### src/rtl/alad_pkg.sv
// Shared types, constants and the elaboration-time log2 helper for the
// ambient-light auto-dim block. No dependencies.
package alad_pkg;

  // Field widths
  localparam int COUNT_W     = 16;
  localparam int LEVEL_W     = 8;
  localparam int LUX_W       = 20;
  localparam int CFG_INDEX_W = 8;
  localparam int CFG_DATA_W  = 8;

  // Default number of fraction bits of the fixed-point log2
  localparam int LOG_FRACTION_BITS_DEF = 8;

  // Register indexes of the configuration port
  localparam logic [CFG_INDEX_W-1:0] REG_SENSOR_PRESENT  = 8'd0;
  localparam logic [CFG_INDEX_W-1:0] REG_AUTO_DIM_ENABLE = 8'd1;

  // Level mapping
  localparam logic [LEVEL_W-1:0] LEVEL_MIN  = 8'd60;
  localparam logic [LEVEL_W-1:0] LEVEL_MAX  = 8'd255;
  localparam logic [LEVEL_W-1:0] LEVEL_SPAN = 8'd195;
  localparam logic [COUNT_W-1:0] COUNT_LOW  = 16'd87;
  localparam logic [COUNT_W-1:0] COUNT_HIGH = 16'd17362;

  // Log2 operands: v = 5 * count needs 19 bits, its exponent 5 bits
  localparam int V_W    = 19;
  localparam int E_W    = 5;
  localparam int X_W    = 31;   // Q.30 mantissa in [1,2)
  localparam int Q_FRAC = 30;
  localparam int T_W    = 32;   // squared mantissa before renormalising
  localparam logic [31:0] LOG_REF_THRESH = 32'd434;
  localparam logic [31:0] LOG_REF_SPAN   = 32'd200;

  // lux_q8 = floor(count * 9216 / 625) = floor(count * 9 * LUX_MULT / 2^30)
  localparam int                   LUX_P_W   = 20;
  localparam int                   LUX_M_W   = 31;
  localparam int                   LUX_SHIFT = 30;
  localparam logic [LUX_M_W-1:0]   LUX_MULT  = 31'd1759218605;

  // Per-poll side data that travels next to the log2 pipeline
  typedef struct packed {
    logic               upd;   // sensor present and read good
    logic               en;    // auto-dim enabled
    logic               low;   // count below the ramp
    logic               high;  // count at or above the ramp top
    logic [LEVEL_W-1:0] cur;
  } side_t;

  // Fixed-point log2 of a constant, same bit-exact scheme as the datapath
  function automatic logic [31:0] log2_fixed(input logic [31:0] v, input int frac_bits);
    int          e;
    int          i;
    int          k;
    logic [63:0] x;
    logic [31:0] frac;
    e    = 0;
    frac = '0;
    for (i = 1; i < 32; i++) begin
      if ((v >> i) != 32'd0) begin
        e = i;
      end
    end
    x = 64'(v) << (30 - e);
    for (k = 0; k < frac_bits; k++) begin
      x    = (x * x) >> 30;
      frac = {frac[30:0], 1'b0};
      if (x >= 64'h8000_0000) begin
        frac[0] = 1'b1;
        x       = x >> 1;
      end
    end
    return (32'(e) << frac_bits) | frac;
  endfunction

endpackage

### src/rtl/alad_lux.sv
// Lux conversion pipeline: count to Q.8 lux by reciprocal multiplication,
// delayed to line up with the log2 pipeline. Depends on alad_pkg.
module alad_lux #(
  parameter int LAT = alad_pkg::LOG_FRACTION_BITS_DEF + 1
) (
  input  logic                        clk,
  input  logic [alad_pkg::COUNT_W-1:0] count,
  output logic [alad_pkg::LUX_W-1:0]   lux
);
  import alad_pkg::*;

  localparam int PROD_W = LUX_P_W + LUX_M_W;

  logic [LUX_P_W-1:0] p9;
  logic [PROD_W-1:0]  prod;
  logic [LUX_W-1:0]   lux_d [0:LAT-2];

  // Multiply by nine with a shift and add
  always_ff @(posedge clk) begin
    p9 <= {1'b0, count, 3'b000} + LUX_P_W'(count);
  end

  // Multiply by the reciprocal and keep the quotient bits
  assign prod = PROD_W'(p9) * PROD_W'(LUX_MULT);

  always_ff @(posedge clk) begin
    lux_d[0] <= prod[LUX_SHIFT +: LUX_W];
  end

  // Delay line up to the log2 latency
  for (genvar k = 1; k <= LAT - 2; k++) begin : g_dly
    always_ff @(posedge clk) begin
      lux_d[k] <= lux_d[k-1];
    end
  end

  assign lux = lux_d[LAT-2];

endmodule

### config.mk
export PLATFORM = sky130hd
export DESIGN_NAME = alad_lux
export DESIGN_NICKNAME = d
export VERILOG_FILES = /design/src/rtl/alad_pkg.sv /design/src/rtl/alad_lux.sv
export SDC_FILE = /design/constraint.sdc
export NUM_CORES = 1
export LEC_CHECK = 0
export ABC_AREA = 0
export BUFFER_PORTS_ARGS = -buffer_cell sky130_fd_sc_hd__buf_4
export CAP_MARGIN = 40
export CORE_ASPECT_RATIO = 0.8
export CORE_UTILIZATION = 28
export CTS_CLUSTER_SIZE = 10
export DETAILED_ROUTE_END_ITERATION = 8
export PLACE_DENSITY_LB_ADDON = 0.15
export SETUP_SLACK_MARGIN = 0.5
export SYNTH_ARGS = -nofsm -noshare
export SYNTH_HDL_FRONTEND = slang
export SYNTH_SLANG_ARGS = --single-unit
### constraint.sdc
create_clock -name clk -period 6.81 [get_ports clk]
set_input_delay 1.362 -clock clk [delete_from_list [all_inputs] [get_ports clk]]
set_output_delay 1.362 -clock clk [all_outputs]
set_load 0.05 [all_outputs]
* Word-level counts from Yosys, hierarchy flattened *
Memories as Yosys holds them, arrays and structs flattened.
Index checks and enable logic that the tools add are counted.

operators by class
  add/sub/neg operators = 1
  multiply operators = 1

operator list
  kind                                                  number
  multiplier 20 x 31 -> 50 bit (second input constant)  1
  adder 19 x 16 -> 20 bit                               1

storage, ports and cells
  memory bits (writable) = 160
  memories = 1
  register bits after elaboration = 20
  word-level logic and storage cells = 4
  output and inout bits = 20
  input bits = 17

memories
  memory  depth  bits a word  rd ports  clocked after Yosys merged registers in  write ports  RTL line        text
  lux_d   8      20           8         0                                        8            alad_lux.sv:16  logic [LUX_W-1:0] lux_d [0:LAT-2];

* Logic depth before layout (Yosys ltp) *
  word-level depth = 1
  mapped depth = 24
  depth with buffers taken out = 24

* Worst setup path after synthesis *
No wires, ideal clock.

  path kind = flip-flop to flip-flop
  start = register p9[5]
  end = memory lux_d[0][10]
  stages on the path, launching flop included = 22
  setup slack = 879 ps
  period minus slack after synthesis = 5931 ps
  setup time = 121 ps
  path buffers = 0
  data required time = 6689 ps
  data arrival time = 5810 ps
  cell sequence = dfxtp_1 inv_1 fa_1 inv_1 fa_1 fa_1 inv_1 fa_1 inv_1 fa_1 fa_1 fa_1 ha_1 a21o_1 a21oi_1 nor2b_1 a311o_1 a221oi_2 nor2_2 a211oi_2 o21bai_2 xor2_1

RTL lines
  element                 RTL line        text
  start, declared         alad_lux.sv:14  logic [LUX_P_W-1:0] p9;
  start signal, assigned  alad_lux.sv:20  p9 <= {1'b0, count, 3'b000} + LUX_P_W'(count);
  end, declared           alad_lux.sv:16

==> results.py <==
metrics = {
    "clock_network": {
        "clock_sink_count": 180,
        "cts_tree": "yes",
        "cts_hold_buf": 0,
        "cts_buffers": 17,
        "htreeDepth": 4,
        "clk_pin_slew_worst_paths_ns": 0.08,
        "insertion_delay_ns": 0.45,
        "root_buffer": "clkbuf_16",
        "cts_buffer_depth": 2,
    },
    "logic_synthesis": {
        "ys_seq_area_share_pct": 24.7,
        "syn-num-nets": 1803,
        "synth_top_area_share_pct": 33.7,
        "synthCells": 1301,
        "ys_ff_latch": 180,
        "synth_edf_count": 0,
        "synth_area_leader_cell": "fa_1",
        "synth_area_leaders": "fa_1 34%, dfxtp_1 25%, ha_1 20%, inv_1 9.6%, xnor2_1 1.6%",
        "synth.cell_area_um2": 14600,
        "synthArstFlopShare_pct": 0,
        "avgSynthCellArea_um2": 11.2,
        "synthFlopType": "dfxtp_1",
        "ys_warn_count": 0,
        "synth_cell_types": 53,
    },
    "global_route": {
        "use_met3_pct": 3.35,
        "grt_pass1_vias": 9460,
        "overflow": 0,
        "grt_pass1_wl_um": 58200,
        "grt_max_degree": 20,
        "track_usage_pct": 15.1,
        "antenna_found_initial": 0,
        "top_usage_layer": "met1",
        "grt_use_met2_pct": 22.3,
        "globalRouteMet1Util_pct": 22.5,
    },
    "detailed_routing": {
        "postRouteAntennaNets": 0,
        "via_count": 8703,
        "dr.pass1.iters": 4,
        "drc_errors": 0,
        "drt_first_iter_violations": 437,
        "viasPerCell": 4.15,
        "routed_wl_um": 37600,
        "wl_per_cell_um": 17.9,
    },
    "timing": {
        "finalHoldViolCount": 0,
        "min_period_ns": 6.28,
        "holdWs_ns": 0.318,
        "setup_viol_count_final": 0,
        "finalMaxSlewViolations": 0,
        "rsz0062_at_grt": "yes",
        "worst_pin_slew_ns": 0.674,
        "fin_tns_setup_ns": 0,
        "skew_ns": 0.0232,
        "slew_headroom_pct": 55.0,
        "max_freq_mhz": 159,
        "fin_crit_sh_pct": 92.2,
    },
    "min_path": {
        "hold_class": "reg -> reg",
    },
    "floorplan": {
        "die_area_um2": 53100,
        "fp-row-count": 74,
        "coreArea_um2": 51300,
        "start_util_pct": 28.5,
        "fp.dieH_um": 206,
        "die_x_um": 257,
        "pin_count": 37,
    },
    "setup_path": {
        "end_kind": "flop",
        "critical_path_class": "reg -> reg",
        "worst-path-buf-inv": 6,
        "startpoint_type": "flop",
        "cp_top_family": "adder cells",
        "slowest_stage": "fa_2",
        "worstPathRequired_ns": 7.14,
        "crit_path_frequent_cell": "fa_1",
        "crit_chain": "fa_1 > inv_2 > fa_1 > inv_2 > fa_1 > fa_2 > fa_1 > fa_1 > inv_1 > fa_1 > inv_2 > ha_4 > nand4_1 > nor4_2 > nand2_1 > o211ai_1 > buf_4 > o211ai_1 > buf_4 > a21oi_4 > o31a_1 > nor2_1 > xnor2_1",
        "slowest_delay_ns": 0.64,
        "arrival_ns": 6.61,
        "path_max_fanout": 4,
    },
    "cells_and_area": {
        "finalCoreUtilization_pct": 33.3,
        "drive_above_1_share_pct": 16.7,
        "final_nets": 1904,
        "area_growth_pct": 17.0,
        "diodes": 0,
    },
    "flow_run": {
        "drv_cap": 0,
    },
    "place": {
        "io_buffers": 36,
        "dp_hpwl_um": 33500,
        "place.gp.congestion": 0.934,
    },
    "run_status": {
        "outcome": "finished, final reports clean",
    },
}
==> final cells by class <==
cell class                      instances  area, um2
Clock buffer                           17        425
Multi-Input combinational cell        726       9790
Clock inverter                         15        186
Sequential cell                       180       3650
Tap cell                              684        856
Inverter                              375       1420
Fill cell                            5240      34200
Timing Repair Buffer                  102        778
==> flip-flops by register name (all words and copies together) (netlist names) <==
register and cells:
p9 20, lux_d 160
==> timing repair <==
item | 4_1_cts | 5_1_grt
pin swaps | 15 | 48
setup buffers | 11 | 13
resized for setup | 52 | 62
endpoints found under the hold margin | 0 | 0
setup endpoints to repair | 19 | 16
gates cloned | 0 | 0
==> per-layer routing <==
metal / vias up / wire length [um] / share of wire (%)
met5: - / 0 / 0
met4: 0 / 279 / 0.74
met3: 16 / 1920 / 5.1
met2: 140 / 15300 / 41
met1: 4364 / 20100 / 53
li1: 4183 / - / -
==> stage by stage <==
stage                     instances  cell area (um2)  setup WS, ns
after floorplan                1301            14600         0.879
after global placement         2043            15900       -0.0373
after detailed placement       2043            15900       -0.0118
after CTS                      2086            16800         0.505
after global routing           2099            17100         0.265
final                          2099            17100         0.533
==> cell usage in the layout, fill, tap and decap left out, types with 11 or more instances in the layout <==
master and count:
xnor2_1 26, inv_2 17, nand2_1 24, fa_1 231, ha_4 12, xor2_1 11, fa_2 15, inv_1 355
a21o_1 15, clkbuf_16 17, nor2_1 22, buf_4 101, ha_1 223, a21oi_1 25, dfxtp_1 163
==> cells in the mapped netlist (all sizes together), types with 2 or more instances <==
library cell,number
a21boi,3
fa,246
xnor2,27
nand3,10
nor2b,2
o21a,2
or4,2
xor2,13
nand2b,3
a311oi,2
o31ai,3
o21bai,3
buf,20
a21o,15
o21ai,17
nor4,3
o211ai,4
and2,3
a211oi,5
and3,3
a21oi,33
dfxtp,180
inv,375
nand2,25
nor3,12
a31oi,4
ha,239
nand4,5
or2,2
or3,3
nor2,23
==> worst paths after layout <==
kind                                              to                 start  depth (start not counted)  slack [ns]
worst min-delay path            lux_d[1][39]$_DFF_P_  lux_d[1][19]$_DFF_P_                          0        0.32
worst max register to register  lux_d[0][18]$_DFF_P_         p9[8]$_DFF_P_                         23        0.53
worst min register to register  lux_d[1][39]$_DFF_P_  lux_d[1][19]$_DFF_P_                          0        0.32
worst max-delay path            lux_d[0][18]$_DFF_P_         p9[8]$_DFF_P_                         23        0.53
==> kinds of logic (layout without fill, tap and decap cells) <==
kind of cell	after synthesis	in the layout	share of synthesized area, %
adders and majority gates	485	485	54.2
buffers and inverters	395	509	10.7
DFF	180	180	24.7
AOI/OAI and AO/OA	104	104	4.84
and+or+nand+nor	97	97	3.30
xor gates and xnor gates	40	40	2.40
Power is left out: the tool's default activity adds up to more than one toggle a clock period on the data nets, which glitch-free logic cannot reach.
