==> config.mk <==
export PLATFORM = sky130hd
export DESIGN_NAME = alad_level
export DESIGN_NICKNAME = d
export VERILOG_FILES = /design/src/rtl/alad_pkg.sv /design/src/rtl/alad_level.sv
export SDC_FILE = /design/constraint.sdc
export NUM_CORES = 1
export LEC_CHECK = 0
export BUFFER_PORTS_ARGS = -buffer_cell sky130_fd_sc_hd__buf_2
export CORE_ASPECT_RATIO = 1.25
export CORE_MARGIN = 2
export CORE_UTILIZATION = 25
export CTS_CLUSTER_SIZE = 10
export DETAILED_ROUTE_END_ITERATION = 16
export HOLD_SLACK_MARGIN = 0.05
export PLACE_DENSITY = 0.43
export SYNTH_ARGS = -nofsm -noshare
export SYNTH_HDL_FRONTEND = slang
export SYNTH_SLANG_ARGS = --single-unit
==> constraint.sdc <==
create_clock -name clk -period 6.5 [get_ports clk]
set_clock_uncertainty 0.15 [all_clocks]
set_input_delay 1.625 -clock clk [delete_from_list [all_inputs] [get_ports clk]]
set_output_delay 1.625 -clock clk [all_outputs]
set_load 0.02 [all_outputs]
==> src/rtl/alad_pkg.sv <==
// Shared types, constants and the elaboration-time log2 helper for the
// ambient-light auto-dim block. No dependencies.
package alad_pkg;

  // Field widths
  localparam int COUNT_W     = 16;
  localparam int LEVEL_W     = 8;
  localparam int LUX_W       = 20;
  localparam int CFG_INDEX_W = 8;
  localparam int CFG_DATA_W  = 8;

  // Default number of fraction bits of the fixed-point log2
  localparam int LOG_FRACTION_BITS_DEF = 8;

  // Register indexes of the configuration port
  localparam logic [CFG_INDEX_W-1:0] REG_SENSOR_PRESENT  = 8'd0;
  localparam logic [CFG_INDEX_W-1:0] REG_AUTO_DIM_ENABLE = 8'd1;

  // Level mapping
  localparam logic [LEVEL_W-1:0] LEVEL_MIN  = 8'd60;
  localparam logic [LEVEL_W-1:0] LEVEL_MAX  = 8'd255;
  localparam logic [LEVEL_W-1:0] LEVEL_SPAN = 8'd195;
  localparam logic [COUNT_W-1:0] COUNT_LOW  = 16'd87;
  localparam logic [COUNT_W-1:0] COUNT_HIGH = 16'd17362;

  // Log2 operands: v = 5 * count needs 19 bits, its exponent 5 bits
  localparam int V_W    = 19;
  localparam int E_W    = 5;
  localparam int X_W    = 31;   // Q.30 mantissa in [1,2)
  localparam int Q_FRAC = 30;
  localparam int T_W    = 32;   // squared mantissa before renormalising
  localparam logic [31:0] LOG_REF_THRESH = 32'd434;
  localparam logic [31:0] LOG_REF_SPAN   = 32'd200;

  // lux_q8 = floor(count * 9216 / 625) = floor(count * 9 * LUX_MULT / 2^30)
  localparam int                   LUX_P_W   = 20;
  localparam int                   LUX_M_W   = 31;
  localparam int                   LUX_SHIFT = 30;
  localparam logic [LUX_M_W-1:0]   LUX_MULT  = 31'd1759218605;

  // Per-poll side data that travels next to the log2 pipeline
  typedef struct packed {
    logic               upd;   // sensor present and read good
    logic               en;    // auto-dim enabled
    logic               low;   // count below the ramp
    logic               high;  // count at or above the ramp top
    logic [LEVEL_W-1:0] cur;
  } side_t;

  // Fixed-point log2 of a constant, same bit-exact scheme as the datapath
  function automatic logic [31:0] log2_fixed(input logic [31:0] v, input int frac_bits);
    int          e;
    int          i;
    int          k;
    logic [63:0] x;
    logic [31:0] frac;
    e    = 0;
    frac = '0;
    for (i = 1; i < 32; i++) begin
      if ((v >> i) != 32'd0) begin
        e = i;
      end
    end
    x = 64'(v) << (30 - e);
    for (k = 0; k < frac_bits; k++) begin
      x    = (x * x) >> 30;
      frac = {frac[30:0], 1'b0};
      if (x >= 64'h8000_0000) begin
        frac[0] = 1'b1;
        x       = x >> 1;
      end
    end
    return (32'(e) << frac_bits) | frac;
  endfunction

endpackage

==> src/rtl/alad_level.sv <==
// Level stages: log difference times span, reciprocal divide to the target
// level, then the quarter-gap move. Depends on alad_pkg.
module alad_level #(
  parameter int FRAC_BITS = alad_pkg::LOG_FRACTION_BITS_DEF
) (
  input  logic                                 clk,
  input  logic                                 rst,
  input  logic                                 in_valid,
  input  logic [alad_pkg::E_W+FRAC_BITS-1:0]   log_val,
  input  alad_pkg::side_t                      side,
  input  logic [alad_pkg::LUX_W-1:0]           lux_in,
  output logic                                 done,
  output logic [alad_pkg::LEVEL_W-1:0]         new_level,
  output logic                                 level_changed,
  output logic [alad_pkg::LUX_W-1:0]           lux_q8,
  output logic                                 lux_valid
);
  import alad_pkg::*;

  localparam int          A_W      = E_W + FRAC_BITS;
  localparam int          N_W      = A_W + LEVEL_W;
  localparam logic [31:0] LOG_B    = log2_fixed(LOG_REF_THRESH, FRAC_BITS);
  localparam logic [31:0] LOG_SPAN = log2_fixed(LOG_REF_SPAN, FRAC_BITS);
  localparam int          SPAN_L   = $clog2(LOG_SPAN);
  localparam int          SH       = N_W + SPAN_L;
  localparam int          M_W      = N_W + 1;
  localparam logic [63:0] DIV_M    = ((64'd1 << SH) + 64'(LOG_SPAN) - 64'd1) / 64'(LOG_SPAN);
  localparam int          P_W      = N_W + M_W;
  localparam int          Q_W      = P_W - SH;

  logic [A_W-1:0]     d;
  logic [N_W-1:0]     n1;
  side_t              side1;
  logic [LUX_W-1:0]   lux1;
  logic               vld1;
  logic [P_W-1:0]     prod;
  logic [Q_W-1:0]     q;
  logic [LEVEL_W-1:0] tgt_next;
  logic [LEVEL_W-1:0] tgt2;
  side_t              side2;
  logic [LUX_W-1:0]   lux2;
  logic               vld2;
  logic               up;
  logic [LEVEL_W-1:0] mag;
  logic [LEVEL_W-1:0] stepm;
  logic [LEVEL_W-1:0] new_level_next;
  logic               move;

  // Stage 1: log difference, clamped at zero, times the level span
  assign d = (log_val > A_W'(LOG_B)) ? (log_val - A_W'(LOG_B)) : '0;

  always_ff @(posedge clk) begin
    if (rst) begin
      vld1 <= 1'b0;
    end else begin
      vld1 <= in_valid;
    end
  end

  always_ff @(posedge clk) begin
    if (in_valid) begin
      n1    <= N_W'(d) * N_W'(LEVEL_SPAN);
      side1 <= side;
      lux1  <= lux_in;
    end
  end

  // Stage 2: divide by the log of the span ratio, pick the target level
  assign prod = P_W'(n1) * P_W'(DIV_M[M_W-1:0]);
  assign q    = prod[SH +: Q_W];

  always_comb begin
    if (side1.low) begin
      tgt_next = LEVEL_MIN;
    end else if (side1.high || (q > Q_W'(LEVEL_SPAN))) begin
      tgt_next = LEVEL_MAX;
    end else begin
      tgt_next = q[LEVEL_W-1:0] + LEVEL_MIN;
    end
  end

  always_ff @(posedge clk) begin
    if (rst) begin
      vld2 <= 1'b0;
    end else begin
      vld2 <= vld1;
    end
  end

  always_ff @(posedge clk) begin
    if (vld1) begin
      tgt2  <= tgt_next;
      side2 <= side1;
      lux2  <= lux1;
    end
  end

  // Stage 3: move a quarter of the gap, at least one step
  assign up    = tgt2 > side2.cur;
  assign mag   = up ? (tgt2 - side2.cur) : (side2.cur - tgt2);
  assign stepm = (mag[LEVEL_W-1:2] == '0) ? LEVEL_W'(1) : LEVEL_W'(mag[LEVEL_W-1:2]);
  assign move  = side2.upd && side2.en && (tgt2 != side2.cur);

  always_comb begin
    if (!move) begin
      new_level_next = side2.cur;
    end else if (up) begin
      new_level_next = side2.cur + stepm;
    end else begin
      new_level_next = side2.cur - stepm;
    end
  end

  always_ff @(posedge clk) begin
    if (rst) begin
      done <= 1'b0;
    end else begin
      done <= vld2;
    end
  end

  always_ff @(posedge clk) begin
    if (vld2) begin
      new_level     <= new_level_next;
      level_changed <= move;
      lux_q8        <= side2.upd ? lux2 : '0;
      lux_valid     <= side2.upd;
    end
  end

endmodule

Yosys cells after proc, flatten, opt, wreduce, memory -nomap -nowiden
Cells that the tools add are included.
- $add $sub $neg: 6
- multipliers: 2
- order comparisons: 3
- eq/ne operators: 1
- mux-type cells: 6
- reduce and logical (&&, ||, !) cells: 5
- operators by type and width (operator ; number):
    21-bit by 18-bit multiplier with 39-bit output (second input constant) ; 1
    8-bit 2-to-1 mux ; 4
    13-bit by 8-bit multiplier with 21-bit output (second input constant) ; 1
    8-bit subtractor ; 2
    13-bit by 12-bit > comparator with 1-bit output (second input constant) ; 1
    13-bit 2-to-1 mux ; 1
    13-bit by 12-bit subtractor with 13-bit output (second input constant) ; 1
    11-bit by 8-bit > comparator with 1-bit output (second input constant) ; 1
    8-bit by 6-bit adder with 8-bit output ; 1
    8-bit by 6-bit adder with 8-bit output (second input constant) ; 1
    8-bit > comparator ; 1
    8-bit != test ; 1
    8-bit by 6-bit subtractor with 8-bit output ; 1
    6-bit zero test ; 1
    6-bit 2-to-1 mux ; 1
    1-bit logical AND ; 2
    2-bit OR reduction ; 1
    1-bit logical OR ; 1
- register bits after elaboration: 124
- input port bits: 48
- output and inout port bits: 31
- logic and storage cells: 43

Longest topological paths before layout
- word-level depth: 7
- mapped depth: 26
- mapped depth without buffers: 25

Worst setup path after synthesis
No wires, ideal clock.
- kind: input-to-reg
- start point: input log_val[1] (netlist name)
- end point: register n1[20], data pin
- library setup time: 260 ps
- arrival: 5798 ps
- data required time: 6090 ps
- slack: 292 ps
- stages on the path: 21
- buffers on the path: 1
- path through: inv_1 -> ha_1 -> o21ai_0 -> nand3_1 -> nand2_1 -> a21oi_1 -> clkbuf_1 -> nor2_1 -> ha_1 -> ha_1 -> inv_1 -> fa_1 -> inv_1 -> fa_1 -> ha_1 -> and3_1 -> a2111o_1 -> nand2_1 -> o2111ai_1 -> a21oi_1 -> xnor2_1
- cells in the longest elaborated chain, start to end: 3
- elaborated cells between the ends (all ways): 4
- classes of those cells: add/sub (1); mul (1); order compare (1); mux (1)
- RTL lines (what ; line ; source):
    start, declared ; alad_level.sv:9 ; input logic [alad_pkg::E_W+FRAC_BITS-1:0] log_val,
    13-bit by 12-bit subtractor with 13-bit output or 13-bit by 12-bit > comparator with 1-bit output (tied branches) ; alad_level.sv:50 ; assign d = (log_val > A_W'(LOG_B)) ? (log_val - A_W'(LOG_B)) : '0;
    13-bit 2-to-1 mux * ; alad_level.sv:50 ;
    13-bit by 8-bit multiplier with 21-bit output * ; alad_level.sv:62 ; n1 <= N_W'(d) * N_W'(LEVEL_SPAN);
    end signal, assigned ; alad_level.sv:62 ;
    end, declared ; alad_level.sv:32 ; logic [N_W-1:0] n1;
Mark *: on every way between the ends. The rest lies on a longest branch, timed or not.
A chain may end at the register's enable or synchronous reset.

Final worst setup path
- start point: register n1[1]
- end point: register tgt2[1], data pin
- cells in the longest elaborated chain, start to end: 4
- elaborated cells between the ends (all ways): 5
- classes of those cells: add/sub (1); mul (1); order compare (1); mux (1); reduce/logical (1)
- RTL lines (what ; line ; source):
    21-bit by 18-bit multiplier with 39-bit output * ; alad_level.sv:69 ; assign prod = P_W'(n1) * P_W'(DIV_M[M_W-1:0]);
    11-bit by 8-bit > comparator with 1-bit output ; alad_level.sv:75 ; end else if (side1.high || (q > Q_W'(LEVEL_SPAN))) begin
    1-bit logical OR ; alad_level.sv:75 ;
    8-bit 2-to-1 mux * ; alad_level.sv:75 ;
    end signal, assigned ; alad_level.sv:92 ; tgt2 <= tgt_next;
    end, declared ; alad_level.sv:39 ; logic [LEVEL_W-1:0] tgt2;
Marked as above.

==> results by group <==
Timing
  • # setup viols final: 0
  • RSZ-0062 raised after global routing: false
  • Period minus WS final: 6.164 ns
  • Max Freq: 162.2 MHz
  • Worst Max-Slew Pin Slew: 0.9950 ns
  • Pins Over Slew Limit: 0
  • Fin. Hold Viols: 0
  • Min Hold Slack: 0.2681 ns
  • Period utilization: 0.9483
  • Fin Setup TNS: 0 ns
  • Slew headroom: 0.3367

Setup path
  • Worst Path Required: 6.50 ns
  • CP Launch Type: flip-flop
  • Crit-path max FO: 8
  • Crit Path Category: reg2reg
  • CP arrival: 6.16 ns
  • Endpoint type of the worst setup path: flip-flop

Synth
  • Sequential element share of the synthesized area: 0.3182
  • Post-synthesis register bit count: 124
  • Net count after synthesis: 1426
  • Synth top area share: 0.3130
  • Synth area leader: edfxtp_1
  • Mapped cell area: 0.01161 mm2
  • Most instantiated library cell after synthesis: ha_1
  • FFs w/ async S/R, synth: 0
  • Post-synth EDFFs: 121
  • Largest cells by area after synthesis: edfxtp_1, ha_1, fa_1
  • YS warnings: 0
  • Synth Flop Type: edfxtp_1
  • Synth top cells by count: ha_1, inv_1, edfxtp_1
  • Synth unique cells: 73
  • Synth Instances: 1069
  • Mapped Avg Cell Area: 10.86 um2

Cells and area
  • P&R area growth vs syn: 15.94%
  • Final net count: 1535
  • Final instance area: 0.01346 mm2
  • Layout cells sized above 1: 0.1293
  • Final core utilization: 0.2924
  • Number of inserted diodes: 0

Detailed routing
  • First-pass iteration count of the detailed router: 4
  • DR iter-0 viols: 210
  • Vias: 7649
  • # DRC: 0
  • Via density: 4.307
  • Remaining antenna violation count after routing: 0
  • WL/cell: 14.00 um
  • WL final: 24860 um

Global route
  • Largest net degree at the start of global routing: 55
  • Vias in the first global route: 8057
  • GRT Overall Usage: 0.1072
  • Global-route wire length before repair: 40840 um
  • Total grt overflow: 0
  • Initial antenna violation count: 0

Floorplanning
  • Chip Height: 244.9 um
  • IO Count: 79
  • Cell Rows: 88
  • Core Box Area: 0.04602 mm2
  • Die area: 0.04818 mm2
  • Die X: 196.7 um
  • Starting Density: 0.2522

Placement
  • GPL Wtd Cong: 0.7752
  • IO Port Bufs: 78
  • Placed Area: 0.01283 mm2
  • Hpwl dp: 20740 um

Hold path
  • Worst min-delay path category: reg2reg

Run status
  • Status: completed

CTS
  • Clock tree buffer depth: 2
  • TritonCTS Buffers: 17
  • Later-pin clock latency in the skew report: 0.43 ns
  • CTS Root Cell: clkbuf_16
  • Clock Sinks: 124
  • CTS tree: done
  • H-tree Lvls: 4
  • CTS clk-pin slew, worst paths: 0.06 ns

Run
  • Max-cap violations: 0
-- final cells by class --
| class | count | area (um2) |
|---|---|---|
| Sequential cell | 124 | 3695 |
| Clock inverter | 15 | 176.4 |
| Inverter | 220 | 825.8 |
| Tap cell | 585 | 732.0 |
| Timing Repair Buffer | 99 | 548.0 |
| Multi-Input combinational cell | 716 | 7056 |
| Fill cell | 4795 | 32570 |
| Clock buffer | 17 | 425.4 |
-- per-stage QoR --
stage               instances  setup WS (ns)
floorplan                1069         0.2922
global placement         1742         0.1024
detailed placement       1742        0.04898
CTS                      1774         0.2066
global route             1776        0.03403
finish                   1776         0.3359
-- layer usage --
metal	vias to the layer above	track usage	part of all wire
met4	0	0.02853	0.014
met1	3627	0.1170	0.42
met2	80	0.2134	0.56
met5	-	0	0
li1	3921	-	-
met3	21	0.01429	0.015
-- registers in the layout, summed over array words and instances, names as in the netlist --
signal	flops
vld2	1
lux_valid	1
level_changed	1
lux1	20
side2	10
tgt2	8
n1	21
lux2	20
side1	12
new_level	8
done	1
vld1	1
lux_q8	20
-- timing repair --
action                                  CTS  global route
resized for setup                         0             2
hold buffers                              0             0
buffers inserted                          0             2
endpoints found under the setup margin    0             8
-- logic make-up after synthesis --
kind of cell,share of synthesized area
adders and majority gates,0.3777
buffers and inverters,0.07449
and+or+nand+nor,0.08268
AOI/OAI and AO/OA,0.09874
DFF,0.3182
xor gates and xnor gates,0.03913
muxes,0.009055
-- critical path: stages (launching register included) --
cell and delay, ns:
edfxtp_1 0.52, ha_1 0.33, inv_1 0.05, fa_1 0.49
inv_1 0.05, fa_1 0.49, inv_1 0.05, fa_1 0.50
fa_1 0.54, inv_1 0.04, ha_1 0.35, a21oi_1 0.23
o21ai_0 0.17, nor3_1 0.17, o21a_1 0.28, o21ai_0 0.14
xor2_1 0.21, buf_4 0.16, nor4_4 0.39, mux2i_2 0.15
a31oi_4 0.27, a31oi_1 0.14
-- layout by cell type, fill, tap and decap left out, drive strengths merged, types with 5 or more instances in the layout --
cell,count
nand4,8
nor2,36
nand3,17
clkinv,5
fa,69
a21o,10
mux2i,9
xnor2,39
a211oi,6
a21oi,41
o21ai,38
buf,99
and3,6
clkbuf,17
ha,240
nand2,43
edfxtp,121
o21a,5
o21bai,12
xor2,12
and2,27
nor2b,11
a31oi,7
nor3,14
inv,228
-- worst paths after layout --
kind / startpoint / endpoint / slack, ns / depth (start not counted)
hold / removal: lux1[12]$_DFFE_PP_ / lux2[12]$_DFFE_PP_ / 0.27 / 0
hold reg to reg: lux1[12]$_DFFE_PP_ / lux2[12]$_DFFE_PP_ / 0.27 / 0
setup reg to reg: n1[1]$_DFFE_PP_ / tgt2[1]$_SDFFCE_PP0P_ / 0.34 / 21
setup / recovery: n1[1]$_DFFE_PP_ / tgt2[1]$_SDFFCE_PP0P_ / 0.34 / 21
Power is not shown: default switching activity piles up to over one toggle a cycle in this logic, so the estimate is an artifact.
